**src/sv/laqs_pkg.sv**
```systemverilog
package laqs_pkg;

  // Queue geometry
  localparam int DEPTH       = 16;
  localparam int IDX_W       = $clog2(DEPTH);
  localparam int CAP_EFF_W   = IDX_W + 1;
  localparam int CFG_W       = 5;
  localparam int CMP_W       = (CAP_EFF_W > CFG_W) ? CAP_EFF_W : CFG_W;
  localparam int OUT_IDX_W   = 4;
  localparam int VALUE_W     = 32;

  // Command queue between front and back
  localparam int CQ_DEPTH    = 2;
  localparam int CQ_AW       = $clog2(CQ_DEPTH);
  localparam int CQ_CNT_W    = $clog2(CQ_DEPTH + 1);

  typedef enum logic [2:0] {
    ACT_ENQ    = 3'd0,
    ACT_DEQ    = 3'd1,
    ACT_PEEK   = 3'd2,
    ACT_SEARCH = 3'd3,
    ACT_LIST   = 3'd4
  } act_e;

  typedef enum logic [1:0] {
    ST_OK        = 2'd0,
    ST_FULL      = 2'd1,
    ST_EMPTY     = 2'd2,
    ST_NOT_FOUND = 2'd3
  } status_e;

  typedef struct packed {
    act_e                       act;
    logic signed [VALUE_W-1:0]  value;
  } cmd_t;

  typedef struct packed {
    status_e                    status;
    logic signed [VALUE_W-1:0]  value;
    logic [OUT_IDX_W-1:0]       index;
    logic                       last;
  } result_t;

  // Clamp the configured capacity into 1..DEPTH
  function automatic logic [CAP_EFF_W-1:0] cap_eff(input logic [CFG_W-1:0] c);
    logic [CMP_W-1:0] cw;
    logic [CMP_W-1:0] res;
    cw = CMP_W'(c);
    if (c == '0) begin
      res = CMP_W'(1);
    end else if (cw > CMP_W'(DEPTH)) begin
      res = CMP_W'(DEPTH);
    end else begin
      res = cw;
    end
    return res[CAP_EFF_W-1:0];
  endfunction

  // Slot index as reported on the result: low bits, zero-extended
  function automatic logic [OUT_IDX_W-1:0] out_index(input logic [IDX_W-1:0] x);
    logic [IDX_W+OUT_IDX_W-1:0] w;
    w = {{OUT_IDX_W{1'b0}}, x};
    return w[OUT_IDX_W-1:0];
  endfunction

endpackage

```
**src/sv/laqs_front.sv**
```systemverilog
module laqs_front (
  input  logic                 clk_i,
  input  logic                 rst_ni,
  input  logic                 s_tvalid_i,
  output logic                 s_tready_o,
  input  logic [31:0]          s_tdata_i,   // [31:0] value
  input  logic [2:0]           s_tuser_i,   // [2:0] action
  output logic                 cmd_valid_o,
  input  logic                 cmd_ready_i,
  output laqs_pkg::cmd_t       cmd_o
);

  laqs_pkg::cmd_t                   q_q [laqs_pkg::CQ_DEPTH];
  logic [laqs_pkg::CQ_AW-1:0]       wptr_q, rptr_q;
  logic [laqs_pkg::CQ_CNT_W-1:0]    count_q;
  logic                             known_act;
  logic                             push, pop;
  laqs_pkg::cmd_t                   in_cmd;

  // Classify: unknown actions are accepted and dropped
  always_comb begin
    case (s_tuser_i)
      laqs_pkg::ACT_ENQ,
      laqs_pkg::ACT_DEQ,
      laqs_pkg::ACT_PEEK,
      laqs_pkg::ACT_SEARCH,
      laqs_pkg::ACT_LIST: known_act = 1'b1;
      default:            known_act = 1'b0;
    endcase
  end

  assign in_cmd.act   = laqs_pkg::act_e'(s_tuser_i);
  assign in_cmd.value = s_tdata_i;

  assign s_tready_o  = (count_q != laqs_pkg::CQ_CNT_W'(laqs_pkg::CQ_DEPTH));
  assign push        = s_tvalid_i && s_tready_o && known_act;
  assign cmd_valid_o = (count_q != '0);
  assign pop         = cmd_valid_o && cmd_ready_i;
  assign cmd_o       = q_q[rptr_q];

  // Command storage
  always_ff @(posedge clk_i) begin
    if (push) begin
      q_q[wptr_q] <= in_cmd;
    end
  end

  // Pointers and fill count
  always_ff @(posedge clk_i or negedge rst_ni) begin
    if (!rst_ni) begin
      wptr_q  <= '0;
      rptr_q  <= '0;
      count_q <= '0;
    end else begin
      if (push) begin
        wptr_q <= (wptr_q == laqs_pkg::CQ_AW'(laqs_pkg::CQ_DEPTH - 1)) ? '0 : wptr_q + 1'b1;
      end
      if (pop) begin
        rptr_q <= (rptr_q == laqs_pkg::CQ_AW'(laqs_pkg::CQ_DEPTH - 1)) ? '0 : rptr_q + 1'b1;
      end
      case ({push, pop})
        2'b10:   count_q <= count_q + 1'b1;
        2'b01:   count_q <= count_q - 1'b1;
        default: count_q <= count_q;
      endcase
    end
  end

  a_count_bound: assert property (@(posedge clk_i) disable iff (!rst_ni)
    count_q <= laqs_pkg::CQ_CNT_W'(laqs_pkg::CQ_DEPTH))
    else $error("command queue overfilled");

  a_push_grows: assert property (@(posedge clk_i) disable iff (!rst_ni)
    (push && !pop) |=> count_q == $past(count_q) + 1'b1)
    else $error("push lost");

  a_drop_unknown: assert property (@(posedge clk_i) disable iff (!rst_ni)
    (s_tvalid_i && s_tready_o && !known_act && !pop) |=> $stable(count_q))
    else $error("unknown action queued");

endmodule

```
**src/sv/laqs_back.sv**
```systemverilog
module laqs_back (
  input  logic                               clk_i,
  input  logic                               rst_ni,
  input  logic                               cmd_valid_i,
  output logic                               cmd_ready_o,
  input  laqs_pkg::cmd_t                     cmd_i,
  input  logic [laqs_pkg::CAP_EFF_W-1:0]     cap_i,
  output logic                               m_tvalid_o,
  input  logic                               m_tready_i,
  output logic [39:0]                        m_tdata_o,  // [31:0] item_value, [35:32] item_index
  output logic [1:0]                         m_tuser_o,  // [1:0] status
  output logic                               m_tlast_o
);

  localparam logic [1:0] S_IDLE  = 2'd0;
  localparam logic [1:0] S_WALK  = 2'd1;
  localparam logic [1:0] S_FLUSH = 2'd2;

  localparam int IW = laqs_pkg::IDX_W;

  logic signed [laqs_pkg::VALUE_W-1:0] entries [laqs_pkg::DEPTH];

  logic [1:0]                          state_q, state_d;
  logic [IW-1:0]                       front_q, front_d, rear_q, rear_d;
  logic                                empty_q, empty_d;
  logic [IW-1:0]                       walk_q, walk_d;
  logic signed [laqs_pkg::VALUE_W-1:0] key_q, key_d;
  logic                                list_q, list_d;
  logic                                pend_v_q, pend_v_d;
  logic signed [laqs_pkg::VALUE_W-1:0] pend_val_q, pend_val_d;
  logic [IW-1:0]                       pend_idx_q, pend_idx_d;
  logic                                out_v_q, out_v_d;
  laqs_pkg::result_t                   out_q, out_d;
  logic signed [laqs_pkg::VALUE_W-1:0] rd_q;

  logic                                out_free;
  logic [IW-1:0]                       rd_addr;
  logic                                wr_en;
  logic [IW-1:0]                       wr_idx;
  logic                                emit;
  laqs_pkg::result_t                   res;
  logic                                match, at_end;

  // Read address for the next cycle: the walk slot, else the front slot
  assign out_free    = !out_v_q || m_tready_i;
  assign cmd_ready_o = (state_q == S_IDLE) && out_free;
  assign rd_addr     = (state_d == S_WALK) ? walk_d : front_d;
  assign match       = list_q || (rd_q == key_q);
  assign at_end      = (walk_q == rear_q);

  // Command execution and result walk
  always_comb begin
    state_d    = state_q;
    front_d    = front_q;
    rear_d     = rear_q;
    empty_d    = empty_q;
    walk_d     = walk_q;
    key_d      = key_q;
    list_d     = list_q;
    pend_v_d   = pend_v_q;
    pend_val_d = pend_val_q;
    pend_idx_d = pend_idx_q;
    wr_en      = 1'b0;
    wr_idx     = '0;
    emit       = 1'b0;
    res        = '{status: laqs_pkg::ST_OK, value: '0, index: '0, last: 1'b1};

    case (state_q)
      S_IDLE: begin
        if (cmd_valid_i && out_free) begin
          if (cmd_i.act == laqs_pkg::ACT_ENQ) begin
            emit = 1'b1;
            if (!empty_q && (({1'b0, rear_q} + 1'b1) >= cap_i)) begin
              res.status = laqs_pkg::ST_FULL;
            end else begin
              wr_idx    = empty_q ? '0 : rear_q + 1'b1;
              wr_en     = 1'b1;
              rear_d    = wr_idx;
              front_d   = empty_q ? '0 : front_q;
              empty_d   = 1'b0;
              res.value = cmd_i.value;
              res.index = laqs_pkg::out_index(wr_idx);
            end
          end else if (empty_q) begin
            emit       = 1'b1;
            res.status = laqs_pkg::ST_EMPTY;
          end else begin
            case (cmd_i.act)
              laqs_pkg::ACT_DEQ: begin
                emit      = 1'b1;
                res.value = rd_q;
                res.index = laqs_pkg::out_index(front_q);
                if (front_q == rear_q) begin
                  front_d = '0;
                  rear_d  = '0;
                  empty_d = 1'b1;
                end else begin
                  front_d = front_q + 1'b1;
                end
              end
              laqs_pkg::ACT_PEEK: begin
                emit      = 1'b1;
                res.value = rd_q;
                res.index = laqs_pkg::out_index(front_q);
              end
              laqs_pkg::ACT_SEARCH,
              laqs_pkg::ACT_LIST: begin
                state_d  = S_WALK;
                walk_d   = front_q;
                key_d    = cmd_i.value;
                list_d   = (cmd_i.act == laqs_pkg::ACT_LIST);
                pend_v_d = 1'b0;
              end
              default: begin
                emit = 1'b0;
              end
            endcase
          end
        end
      end

      // One slot per cycle, held while a second match meets a busy output; a match
      // is held back until the next one shows whether it is the final result
      S_WALK: begin
        if (!(match && pend_v_q && !out_free)) begin
          if (match) begin
            if (pend_v_q) begin
              emit      = 1'b1;
              res.value = pend_val_q;
              res.index = laqs_pkg::out_index(pend_idx_q);
              res.last  = 1'b0;
            end
            pend_v_d   = 1'b1;
            pend_val_d = rd_q;
            pend_idx_d = walk_q;
          end
          if (at_end) begin
            state_d = S_FLUSH;
          end else begin
            walk_d = walk_q + 1'b1;
          end
        end
      end

      S_FLUSH: begin
        if (out_free) begin
          emit    = 1'b1;
          state_d = S_IDLE;
          if (pend_v_q) begin
            res.value = pend_val_q;
            res.index = laqs_pkg::out_index(pend_idx_q);
          end else begin
            res.status = laqs_pkg::ST_NOT_FOUND;
          end
        end
      end

      default: begin
        state_d = S_IDLE;
      end
    endcase
  end

  // Output register
  always_comb begin
    out_v_d = out_v_q;
    out_d   = out_q;
    if (emit) begin
      out_v_d = 1'b1;
      out_d   = res;
    end else if (m_tready_i) begin
      out_v_d = 1'b0;
    end
  end

  // Slot storage, registered read with write bypass
  always_ff @(posedge clk_i) begin
    if (wr_en) begin
      entries[wr_idx] <= cmd_i.value;
    end
    if (wr_en && (wr_idx == rd_addr)) begin
      rd_q <= cmd_i.value;
    end else begin
      rd_q <= entries[rd_addr];
    end
  end

  // Payload registers
  always_ff @(posedge clk_i) begin
    walk_q     <= walk_d;
    key_q      <= key_d;
    list_q     <= list_d;
    pend_val_q <= pend_val_d;
    pend_idx_q <= pend_idx_d;
    out_q      <= out_d;
  end

  // Control registers
  always_ff @(posedge clk_i or negedge rst_ni) begin
    if (!rst_ni) begin
      state_q  <= S_IDLE;
      front_q  <= '0;
      rear_q   <= '0;
      empty_q  <= 1'b1;
      pend_v_q <= 1'b0;
      out_v_q  <= 1'b0;
    end else begin
      state_q  <= state_d;
      front_q  <= front_d;
      rear_q   <= rear_d;
      empty_q  <= empty_d;
      pend_v_q <= pend_v_d;
      out_v_q  <= out_v_d;
    end
  end

  assign m_tvalid_o = out_v_q;
  assign m_tuser_o  = out_q.status;
  assign m_tlast_o  = out_q.last;
  assign m_tdata_o  = {4'b0, out_q.index, out_q.value};

  a_empty_ends: assert property (@(posedge clk_i) disable iff (!rst_ni)
    empty_q |-> (front_q == '0) && (rear_q == '0))
    else $error("ends not home while empty");

  a_order: assert property (@(posedge clk_i) disable iff (!rst_ni)
    !empty_q |-> front_q <= rear_q)
    else $error("front passed rear");

  a_walk_range: assert property (@(posedge clk_i) disable iff (!rst_ni)
    (state_q == S_WALK) |-> (walk_q >= front_q) && (walk_q <= rear_q))
    else $error("walk outside stored slots");

  a_flush_done: assert property (@(posedge clk_i) disable iff (!rst_ni)
    (state_q == S_FLUSH && out_free) |=> (state_q == S_IDLE) && out_v_q && out_q.last)
    else $error("walk did not close with a final item");

endmodule

```
**src/sv/linear_array_queue_with_search.sv**
```systemverilog
// Linear array queue with search. Items arrive as an action in s_tuser_i
// (0 enqueue, 1 dequeue, 2 peek, 3 search, 4 list; other codes are taken and
// dropped) and a value in s_tdata_i. Each action gives one or more result
// items on the m_ side, the last one flagged by m_tlast_o; status rides in
// m_tuser_o. A two-entry command queue lets the input side keep taking items
// while the execution engine works. Search and list walk the stored slots
// front to rear through the single slot read port, one slot per cycle while
// the output side can take each result item. Freed slots are reused only
// once the queue has drained. Write the capacity (cfg_wdata_i, 1..16; 0 acts
// as 1) only while the block is idle; reset leaves it at 16. No clearing pass.
module linear_array_queue_with_search (
  input  logic        clk_i,
  input  logic        rst_ni,
  input  logic        cfg_we_i,
  input  logic [4:0]  cfg_wdata_i,
  input  logic        s_tvalid_i,
  output logic        s_tready_o,
  input  logic [31:0] s_tdata_i,   // [31:0] value
  input  logic [2:0]  s_tuser_i,   // [2:0] action
  output logic        m_tvalid_o,
  input  logic        m_tready_i,
  output logic [39:0] m_tdata_o,   // [31:0] item_value, [35:32] item_index, rest zero
  output logic [1:0]  m_tuser_o,   // [1:0] status
  output logic        m_tlast_o    // last
);

  logic [laqs_pkg::CFG_W-1:0]     cap_q;
  logic [laqs_pkg::CAP_EFF_W-1:0] cap_eff_q;
  logic                           cmd_valid, cmd_ready;
  laqs_pkg::cmd_t                 cmd;

  // Capacity register, clamped copy kept registered for the full check
  always_ff @(posedge clk_i or negedge rst_ni) begin
    if (!rst_ni) begin
      cap_q     <= laqs_pkg::CFG_W'(16);
      cap_eff_q <= laqs_pkg::cap_eff(laqs_pkg::CFG_W'(16));
    end else begin
      if (cfg_we_i) begin
        cap_q <= cfg_wdata_i;
      end
      cap_eff_q <= laqs_pkg::cap_eff(cap_q);
    end
  end

  laqs_front u_front (
    .clk_i       (clk_i),
    .rst_ni      (rst_ni),
    .s_tvalid_i  (s_tvalid_i),
    .s_tready_o  (s_tready_o),
    .s_tdata_i   (s_tdata_i),
    .s_tuser_i   (s_tuser_i),
    .cmd_valid_o (cmd_valid),
    .cmd_ready_i (cmd_ready),
    .cmd_o       (cmd)
  );

  laqs_back u_back (
    .clk_i       (clk_i),
    .rst_ni      (rst_ni),
    .cmd_valid_i (cmd_valid),
    .cmd_ready_o (cmd_ready),
    .cmd_i       (cmd),
    .cap_i       (cap_eff_q),
    .m_tvalid_o  (m_tvalid_o),
    .m_tready_i  (m_tready_i),
    .m_tdata_o   (m_tdata_o),
    .m_tuser_o   (m_tuser_o),
    .m_tlast_o   (m_tlast_o)
  );

endmodule

```
**config.mk**
```make
export PLATFORM = sky130hd
export DESIGN_NAME = linear_array_queue_with_search
export DESIGN_NICKNAME = d
export VERILOG_FILES = /design/src/sv/laqs_pkg.sv /design/src/sv/laqs_front.sv /design/src/sv/laqs_back.sv /design/src/sv/linear_array_queue_with_search.sv
export SDC_FILE = /design/constraint.sdc
export NUM_CORES = 1
export LEC_CHECK = 0
export ABC_AREA = 1
export BUFFER_PORTS_ARGS = -buffer_cell sky130_fd_sc_hd__clkbuf_2
export CAP_MARGIN = 10
export CORE_AREA = 8 8 237 239
export CTS_BUF_LIST = sky130_fd_sc_hd__clkbuf_4 sky130_fd_sc_hd__clkbuf_8
export DETAILED_ROUTE_END_ITERATION = 16
export DIE_AREA = 0 0 245 247
export PLACE_DENSITY = 0.82
export SLEW_MARGIN = 20
export SYNTH_ARGS = -nofsm -noshare
export SYNTH_HDL_FRONTEND = slang
export SYNTH_SLANG_ARGS = --single-unit
```
**constraint.sdc**
```tcl
create_clock -name clk_i -period 11.35 [get_ports clk_i]
set_input_delay 2.27 -clock clk_i [delete_from_list [all_inputs] [get_ports clk_i]]
set_output_delay 2.27 -clock clk_i [all_outputs]
set_load 0.1 [all_outputs]
```
# After elaboration in Yosys (flattened, before gate mapping)
# Memories as Yosys holds them, arrays and structs flattened. A register that Yosys moved wholly into a read port is not among the register bits.
# Index checks and enable logic that the tools add are counted.
totals:
  in_bits: 45
  ram_bits: 582
  rom_bits: 0
  latch_bits: 0
  register_bits: 139
  memories: 2
  output_inout_bits: 45
mem_list:
  columns: ["name", "words", "width", "read_ports", "rd_clocked_by_memory_dff", "wr", "line_no", "text"]
  rows:
  - ["u_back.entries", 16, 32, 1, 1, 1, "laqs_back.sv:21", "logic signed [laqs_pkg::VALUE_W-1:0] entries [laqs_pkg::DEPTH];"]
  - ["u_front.q_q", 2, 35, 1, 0, 1, "laqs_front.sv:13", "laqs_pkg::cmd_t q_q [laqs_pkg::CQ_DEPTH];"]
classes:
  bitwise: 5
  add_sub_neg: 8
  reduce_logical: 32
  muxes: 86
  eq_ne: 25
  multipliers: 0
  n_lt_le_gt_ge: 2
  div: 0
  n_shift: 0
ops:
  columns: ["operator", "n"]
  rows:
  - ["$mux 36", 4]
  - ["$mux 38", 3]
  - ["$mux 37", 3]
  - ["$pmux 36 s3", 1]
  - ["$mux 4", 25]
  - ["$mux 1", 33]
  - ["$eq 32x32->1", 1]
  - ["$mux 2", 9]
  - ["$ne 2x2->1 const B", 8]
  - ["$add 4x1->4 const B", 3]
  - ["$eq 3x2->1 const B", 4]
  - ["$reduce_bool 2->1", 6]
  - ["$mux 5", 2]
  - ["$eq 4x4->1", 2]
  - ["$logic_and 1x1->1", 8]
  - ["$pmux 2 s2", 2]
  - ["$pmux 4 s2", 1]
  - ["$reduce_and 7->1", 1]
  - ["$eq 2x1->1 const B", 3]
  - ["$eq 3x1->1 const B", 2]
  - ["$eq 3x3->1 const B", 2]
  - ["$logic_not 3->1", 2]
  - ["$pmux 2 s3", 1]
  - ["$reduce_and 3->1", 2]
  - ["other kinds (20)", 30]

# Logic depth before layout (Yosys ltp)
# Gate-level depths: netlist of run 1.
# An unclocked memory read counts as a cell.
logic_depth:
  depth_word: 10
  depth_mapped: 25

# Modules after synthesis
# Synthesis of run 1 repeated with hierarchy kept, for this count alone.
hier_totals:
  cells_unflattened: 2703
  hier_area_um2: 30246.5
by_module_without_submodules:
  columns: ["mod", "seq_area_each_um2", "n_inst", "cells_per_inst", "area_per_inst_um2"]
  rows:
  - ["laqs_back", 19104.6, 1, 2455, 27066.0]
  - ["laqs_front", 2202.1, 1, 213, 2810.2]
  - ["linear_array_queue_with_search", 252.7, 1, 35, 370.4]

# Worst setup path after synthesis of run 1
# Ideal clock, no wire load.
synth_timing:
  kind: "input port to flip-flop"
  startpoint: "input m_tready_i"
  endpoint: "register u_back.out_q (netlist bit u_back.m_tdata_o[0]) (enable)"
  path_buffers: 0
  arrival_time_ns: 4.904
  slack_ns: 6.000
  setup_ns: 0.447
  stages: 6
  cell_sequence: "nor2_1 > inv_1 > nor2_1 > nor2_2 > nand2_1 > o211ai_1"
synth_via:
  elab_chain_cells: 5
  elab_cells_between_ends: 8
  cone_classes: "mux (4); reduce/logical (4)"
synth_rtl:
  columns: ["item", "line_no", "text"]
  rows:
  - ["start: declaration", "linear_array_queue_with_search.sv:21", "input logic m_tready_i,"]
  - ["$logic_or 1x1->1 (*)", "laqs_back.sv:45", "assign out_free = !out_v_q || m_tready_i;"]
  - ["$logic_not 1->1", "laqs_back.sv:125", "if (!(match && pend_v_q && !out_free)) begin"]
  - ["$logic_and 1x1->1", "laqs_back.sv:125", null]
  - ["$mux 1", "laqs_back.sv:125", null]
  - ["$pmux 1 s3 (*)", "laqs_back.sv:68", "case (state_q)"]
  - ["named net u_back.emit", "laqs_back.sv:40", "logic emit;"]
  - ["end signal: assignment", "laqs_back.sv:195", "out_q <= out_d;"]
  - ["end: declaration", "laqs_back.sv:33", "laqs_pkg::result_t out_q, out_d;"]
# Mark *: on every way through the listed nets, which the timed path passes. The rest lies on a longest branch.
# A chain may end at the register's enable or synchronous reset.

==> summary.md, run 1 <==
| Metric | Value |
|---|---|
| Die span in x | `245 um` |
| Vias after detailed routing | `21,450` |
| Leak | `13.34 nW` |
| Crit start category | `register` |
| Congestion Overflow GR | `0` |
| Drt via density | `5.981` |
| Vias in the first global route | `21,330` |
| DR DRC count | `0` |
| Die span in y | `247 um` |
| # clock sinks | `725` |
| Required @ worst endpoint | `11.69 ns` |
| Fin area | `34,220 um^2` |
| Most common cell in the netlist | `nand2_1` |
| Ys async rst share | `0.03724` |
| Max FO, Critical Path | `134` |
| Starting density of the core | `0.5929` |
| Slowest Stage Delay on Critical Path | `0.84 ns` |
| Max Fclk | `173.9 MHz` |
| Most used cell, CP | `nand2_1` |
| Area growth syn-to-layout | `10.49%` |
| Latest clock arrival within the worst-skew pair | `0.72 ns` |
| # diodes | `0` |
| Core ar. | `52,240 um^2` |
| WL/cell | `22.37 um` |
| FF-to-FF End | `u_back.m_tdata_o[11]$_DFFE_PP_` |
| R2r setup slk | `5.60 ns` |
| Status | `finished clean` |
| Clock Pin Slew Worst Setup and Hold Paths | `0.06 ns` |
| Worst setup path end | `u_back.m_tdata_o[11]$_DFFE_PP_` |
| Ys Warns | `0` |
| Top Ports | `90` |
| First-pass GRT wire length | `120,900 um` |
| DR iter-0 viols | `3,003` |
| GPL Wtd Cong | `0.8452` |
| Fin crit share | `0.5068` |
| Clock H-tree levels | `3` |
| GRT Util Overall | `0.2597` |
| Layout cells sized above 1 | `0.1483` |
| Area contributors post-synth | `edfxtp_1 67%, nand2_1 10%, nand3_1 4.7%, inv_1 2.5%, nor2_1 2.3%` |
| TritonCTS Buffers | `110` |
| Fin cells | `3,587` |
| Pwr Total | `9.449 mW` |
| Final hold slack | `0.4008 ns` |
| Dpl cells | `3,396` |
| Mapped Area | `30,970 um^2` |
| Antenna Nets Post-Route | `0` |
| Peak supply drop | `0.0002481 V` |
| Cell depth of the worst flop-to-flop path | `21` |
| Cell count after synthesis | `2,713` |
| Leading area contributor after synthesis | `edfxtp_1` |
| Placement Cell Area | `32,140 um^2` |
| Post-synthesis average cell area | `11.42 um^2` |
| Routed wire length | `80,230 um` |
| Post-synth EDFFs | `690` |
| Skew final | `0.03385 ns` |
| Critical Path Sink Type | `register` |
| Ys flop type | `edfxtp_1` |
| Detailed placer's ending HPWL | `47,120 um` |
| Place WS | `5.810 ns` |
| Arrival @ worst endpoint | `6.10 ns` |
| Period minus WS final | `5.752 ns` |
| Worst Tran Pin Value | `1.120 ns` |
| Pwr dens | `276.1 nW/um^2` |
| RSZ-0062 raised after global routing | `no` |
| Final Setup Violations | `0` |
| CTS max path bufs | `3` |
| Setup Buffers After CTS | `0` |
| Max Slew Vio Count | `0` |
| Largest net degree at the start of global routing | `221` |
| Crit Path Category | `register to register` |
| Synth cell types | `46` |
| CTS tree | `done` |
| Relative slew margins | `0.2532` |
| Slowest-stage cell, CP | `buf_4` |
| Worst path cell trace | `inv_6 -> buf_4 -> nand2_1 -> nand2_1 -> nand2_1 -> nand3_1 -> nand3_2 -> nand2_2 -> nand2_1 -> nand2_1 -> nand2_1 -> nor2_1 -> nand2_1 -> nor2_2 -> nand2_2 -> nand2_4 -> nand2_4 -> nor2_4 -> nand2_1 -> o211ai_1 -> buf_4` |
| Synth top area share | `0.6690` |
| Core Util, Final | `0.6551` |
| Hold-fix buffers, CTS | `0` |
| Die area | `60,520 um^2` |
| Synthesized flop and latch total | `725` |
| Final hold violations | `0` |
| Post-CTS resize count | `0` |
| Final setup margin | `5.598 ns` |
| Total iterations of the first detailed-routing run | `5` |
| Initial antenna violation count | `0` |
| Most frequent cells after synthesis | `829 x nand2_1, 690 x edfxtp_1, 291 x nand3_1` |
| Post-synthesis sequential area ratio | `0.6961` |
| Root Driver | `clkbuf_8` |
| Max-Cap Viols | `0` |
| Site row count | `84` |
| Tightest Hold Check Type | `register to register` |
| # nets final | `2,875` |
| TNS Setup | `0 ns` |
| IO buf count | `85` |
cell families after synthesis:
group | after synthesis | share of synthesized area
AOI/OAI and AO/OA | 172 | 0.03159
other | 1 | 0.0001211
muxes | 2 | 0.0006868
adders and majority gates | 9 | 0.003636
DFF | 725 | 0.6961
and+or+nand+nor | 1444 | 0.2055
buffers and inverters | 345 | 0.05809
xor gates and xnor gates | 15 | 0.004242
worst min path at each step:
stage                               startpoint                     end  slack (ns)  cells past startpoint
after detailed placement  cap_q[4]$_DFFE_PN1P_  cap_eff_q[4]$_DFF_PN1_        0.39                      0
after floorplan           cap_q[1]$_DFFE_PN0P_  cap_eff_q[1]$_DFF_PN0_        0.45                      2
after global placement    cap_q[4]$_DFFE_PN1P_  cap_eff_q[4]$_DFF_PN1_        0.39                      0
after CTS                 cap_q[4]$_DFFE_PN1P_  cap_eff_q[4]$_DFF_PN1_        0.40                      0
final                     cap_q[4]$_DFFE_PN1P_  cap_eff_q[4]$_DFF_PN1_        0.40                      0
after global routing      cap_q[4]$_DFFE_PN1P_  cap_eff_q[4]$_DFF_PN1_        0.41                      0
cell type report:
| cell class | count | area, um^2 |
|---|---|---|
| Timing Repair Buffer | 126 | 1131 |
| Tap cell | 688 | 860.8 |
| Fill cell | 3489 | 18010 |
| Clock buffer | 145 | 1795 |
| Multi-Input combinational cell | 1646 | 7795 |
| Inverter | 212 | 803.3 |
| Sequential cell | 725 | 21570 |
| Clock inverter | 45 | 267.8 |
layer usage:
metal  part of all wire  track usage  wire (um)  vias up
li1                   -            -          -     9420
met1               0.35       0.3119      27810    10240
met2               0.49       0.4282      39160     1468
met3               0.10      0.05621       8196      326
met4              0.063       0.1604       5063        0
met5                  0            0          0        -
critical path: cells and delay by family, from the launching register on:
| kind | cells | cell delay [ns] |
|---|---|---|
| simple gates | 17 | 2.48 |
| compound gates | 1 | 0.13 |
| flops | 1 | 0.49 |
| buf+inv | 3 | 2.17 |
state kept, by name (all words and copies together) (netlist names), named ones only:
signal	cells
u_back.front_q	4
u_back.pend_v_q	1
cap_eff_q	5
u_back.m_tlast_o	1
cap_q	5
u_back.key_q	32
u_back.rear_q	4
u_back.empty_q	1
u_front.wptr_q	1
u_front.q_q	70
u_back.entries	512
u_back.pend_idx_q	4
u_back.state_q	2
u_back.m_tuser_o	2
u_back.m_tvalid_o	1
u_front.count_q	2
u_back.pend_val_q	32
u_back.walk_q	4
u_back.list_q	1
u_front.rptr_q	1
u_back.m_tdata_o	36
power by group:
| part | leakage [nW] | internal [mW] | switching, mW |
|---|---|---|---|
| Combinational | 5.57 | 0.763 | 2.86 |
| Sequential | 6.68 | 3.59 | 0.177 |
| Clock | 1.09 | 1.07 | 0.989 |
placed cells by master (no fill, tap or decap), types with 5 or more instances in the layout:
master / synthesis / final
a21oi_1: 25 / 25
buf_16: 0 / 17
buf_4: 21 / 19
clkbuf_2: 0 / 85
clkbuf_4: 4 / 32
clkbuf_8: 1 / 113
clkinv_1: 1 / 29
clkinv_2: 0 / 10
dfrtp_1: 24 / 24
edfxtp_1: 690 / 690
ha_1: 9 / 9
inv_1: 206 / 206
nand2_1: 829 / 829
nand2_2: 41 / 41
nand3_1: 291 / 291
nand3_2: 53 / 53
nand3b_1: 13 / 13
nand4_1: 8 / 8
nor2_1: 190 / 170
nor2_4: 0 / 21
o211ai_1: 42 / 42
o21ai_0: 86 / 86
o21ai_1: 15 / 15
xnor2_1: 5 / 5
xor2_1: 10 / 10
Note: power is estimated with default switching activity, not from simulation.
==> run 2: changes to the inputs <==
CORE_AREA = 8 8 241 243   (was 8 8 237 239)
DIE_AREA = 0 0 249 251   (was 0 0 245 247)
PLACE_DENSITY = 0.83   (was 0.82)
clock period = 4.7 ns   (was 11.35 ns; I/O delays follow)
==> run 2 against run 1 <==
Via count is 0.38% lower. Cell count increased by 0.92%. Non-clock buffer count up 16. Sequential share of layout area up 0.24 points. Largest cell class unchanged.
==> summary.md, run 2 (synthesis gave the netlist of run 1 again) <==
| Metric | Value |
|---|---|
| Place WS | `0.5939 ns (-5.216 ns)` |
| Pwr Total | `22.78 mW (+140%)` |
| Arrival @ worst endpoint | `4.62 ns (-1.48 ns)` |
| CTS tree | `done` |
| Largest register FFs | `512 (unchanged)` |
| TNS Setup | `0 ns (unchanged)` |
| Leak | `13.35 nW (about the same)` |
| Top Ports | `90 (unchanged)` |
| Relative slew margins | `0.2933 (+0.04012)` |
| Commonest non-fill, non-tap cell in the layout | `nand2_1` |
| Max Slew Vio Count | `0 (unchanged)` |
| Worst r2r src | `u_front.rptr_q$_DFFE_PN0P_` |
| R2r setup slk | `0.48 ns (-5.12 ns)` |
| Hold-fix buffers, CTS | `0 (unchanged)` |
| Latest clock arrival within the worst-skew pair | `0.71 ns (about the same)` |
| TritonCTS Buffers | `105 (-4.5%)` |
| NetSw | `9.654 mW (+140%)` |
| Die span in x | `249 um (+1.6%)` |
| Slowest Stage Delay on Critical Path | `0.64 ns (-0.20 ns)` |
| Starting density of the core | `0.5700 (-0.02296)` |
| Root Driver | `clkbuf_8` |
| Int Pwr | `13.13 mW (+140%)` |
| IO buf count | `85 (unchanged)` |
| Largest net degree at the start of global routing | `140 (-37%)` |
| Layout cells sized above 1 | `0.1564 (+0.008105)` |
| Die area | `62,500 um^2 (+3.3%)` |
| Vias after detailed routing | `21,370 (-0.38%)` |
| Skew final | `0.02540 ns (-0.008450 ns)` |
| Core ar. | `54,340 um^2 (+4.0%)` |
| Pwr dens | `668.2 nW/um^2 (+140%)` |
| Comb power frac | `0.392 (+0.009)` |
| Vias in the first global route | `21,030 (-1.4%)` |
| Worst path cell trace | `inv_2 -> or2_2 -> o21ai_1 -> inv_1 -> nor2_1 -> inv_1 -> nor2_1 -> inv_1 -> nor2_1 -> inv_1 -> nor2_1 -> inv_1 -> nor2_1 -> nand2_1 -> nor2_4 -> buf_12` |
| Drt via density | `5.904 (-1.3%)` |
| Post-CTS resize count | `0 (unchanged)` |
| RSZ-0062 raised after global routing | `no` |
| Required @ worst endpoint | `5.09 ns (-6.60 ns)` |
| Max-Cap Viols | `0 (unchanged)` |
| # clock sinks | `725 (unchanged)` |
| Cell depth of the worst flop-to-flop path | `16 (-24%)` |
| DR iter-0 viols | `2,975 (-0.93%)` |
| CTS max path bufs | `3 (unchanged)` |
| Placement Cell Area | `32,040 um^2 (-0.30%)` |
| Antenna Nets Post-Route | `0 (unchanged)` |
| Congestion Overflow GR | `0 (unchanged)` |
| Slowest-stage cell, CP | `nor2_4` |
| First-pass GRT wire length | `118,700 um (-1.8%)` |
| # nets final | `2,886 (+0.38%)` |
| Met2 Wirelength | `37,150 um (-5.1%)` |
| Detailed placer's ending HPWL | `46,400 um (-1.5%)` |
| Max FO, Critical Path | `18 (-87%)` |
| Fin area | `34,090 um^2 (-0.38%)` |
| WL/cell | `21.66 um (-3.1%)` |
| Crit path launch | `u_front.rptr_q$_DFFE_PN0P_` |
| Max Fclk | `236.7 MHz (+36%)` |
| Critical Path Sink Type | `register` |
| Clock power frac | `0.213 (-0.005)` |
| Sequential cell fraction of total power | `0.395 (-0.004)` |
| Area growth syn-to-layout | `10.08%` |
| Max Used Layer | `met4` |
| GPL Wtd Cong | `0.9675 (+14%)` |
| FF-to-FF End | `u_back.entries[6][7]$_DFFE_PP_` |
| Setup Buffers After CTS | `0 (unchanged)` |
| Core Util, Final | `0.6274 (-0.02774)` |
| Die span in y | `251 um (+1.6%)` |
| Crit Path Category | `register to register` |
| Peak supply drop | `0.0006767 V (+170%)` |
| Status | `finished clean` |
| Final setup margin | `0.4753 ns (-5.123 ns)` |
| Sw frac | `0.4238 (-0.001871)` |
| Worst setup path end | `u_back.entries[6][7]$_DFFE_PP_` |
| Routed wire length | `78,420 um (-2.3%)` |
| Clock Pin Slew Worst Setup and Hold Paths | `0.06 ns (about the same)` |
| Clock H-tree levels | `3 (unchanged)` |
| Metal3 WL | `9218 um (+12%)` |
| Crit start category | `register` |
| Commonest non-fill, non-tap cells in the layout | `829 x nand2_1, 690 x edfxtp_1, 291 x nand3_1, 206 x inv_1, 170 x nor2_1` |
| DR DRC count | `0 (unchanged)` |
| Fin crit share | `0.8989 (+0.3921)` |
| Final Setup Violations | `0 (unchanged)` |
| Worst Tran Pin Value | `1.060 ns (-0.06018 ns)` |
| Final hold violations | `0 (unchanged)` |
| Top reg by flops | `u_back.entries` |
| Total iterations of the first detailed-routing run | `7 (+2)` |
| M1 WL | `28,710 um (+3.2%)` |
| Tightest Hold Check Type | `primary input to asynchronous set/reset pin` |
| GRT Util Overall | `0.2449 (-0.01477)` |
| Initial antenna violation count | `1 (+1)` |
| Period minus WS final | `4.225 ns (-1.527 ns)` |
| Site row count | `86 (+2.4%)` |
## run 2: power by group through the flow
stage          clock (mW)  sequential, mW  combinational (mW)
2_1_floorplan           0            10.3                5.24
3_3_place_gp            0            9.10                8.47
3_5_place_dp            0            9.13                8.72
4_1_cts              4.88            9.00                8.77
5_1_grt              5.14            9.06                9.50
6_report             4.84            9.01                8.93
## run 2: stage by stage
step,cells,hold slack (ns)
after floorplan,2716,0.4533
after global placement,3428,0.3911
after detailed placement,3428,0.4011
after CTS,3618,0.2537
after global routing,3620,0.2944
final,3620,0.2730
## run 2: cell type report
type                            instances  area [um^2]
Antenna cell                            1        2.502
Clock buffer                          157         1854
Clock inverter                         33        165.2
Fill cell                            3830        20250
Inverter                              212        803.3
Multi-Input combinational cell       1646         7795
Sequential cell                       725        21570
Tap cell                              704        880.8
Timing Repair Buffer                  142         1023
## run 2: worst min-delay path by stage
stage               cells after the start                  from  slack (ns)                     end
detailed placement                      0  cap_q[4]$_DFFE_PN1P_        0.40  cap_eff_q[4]$_DFF_PN1_
floorplan                               2  cap_q[1]$_DFFE_PN0P_        0.45  cap_eff_q[1]$_DFF_PN0_
finish                                  1                rst_ni        0.27    cap_q[1]$_DFFE_PN0P_
global placement                        0  cap_q[4]$_DFFE_PN1P_        0.39  cap_eff_q[4]$_DFF_PN1_
CTS                                     1                rst_ni        0.25    cap_q[0]$_DFFE_PN0P_
global route                            1                rst_ni        0.29    cap_q[1]$_DFFE_PN0P_
## run 2: layer usage
metal,vias to the layer above,GRT usage
li1,9451,-
met1,10150,0.3186
met2,1529,0.3976
met3,247,0.05009
met4,0,0.1117
met5,-,0
## run 2: worst max-delay path: cells and delay by family (launching register included)
kind,cells,cell delay [ns]
AND/OR/NAND/NOR,8,2.21
flip-flops,1,0.54
AO/OA/AOI/OAI,1,0.11
buffers and inverters,7,1.03
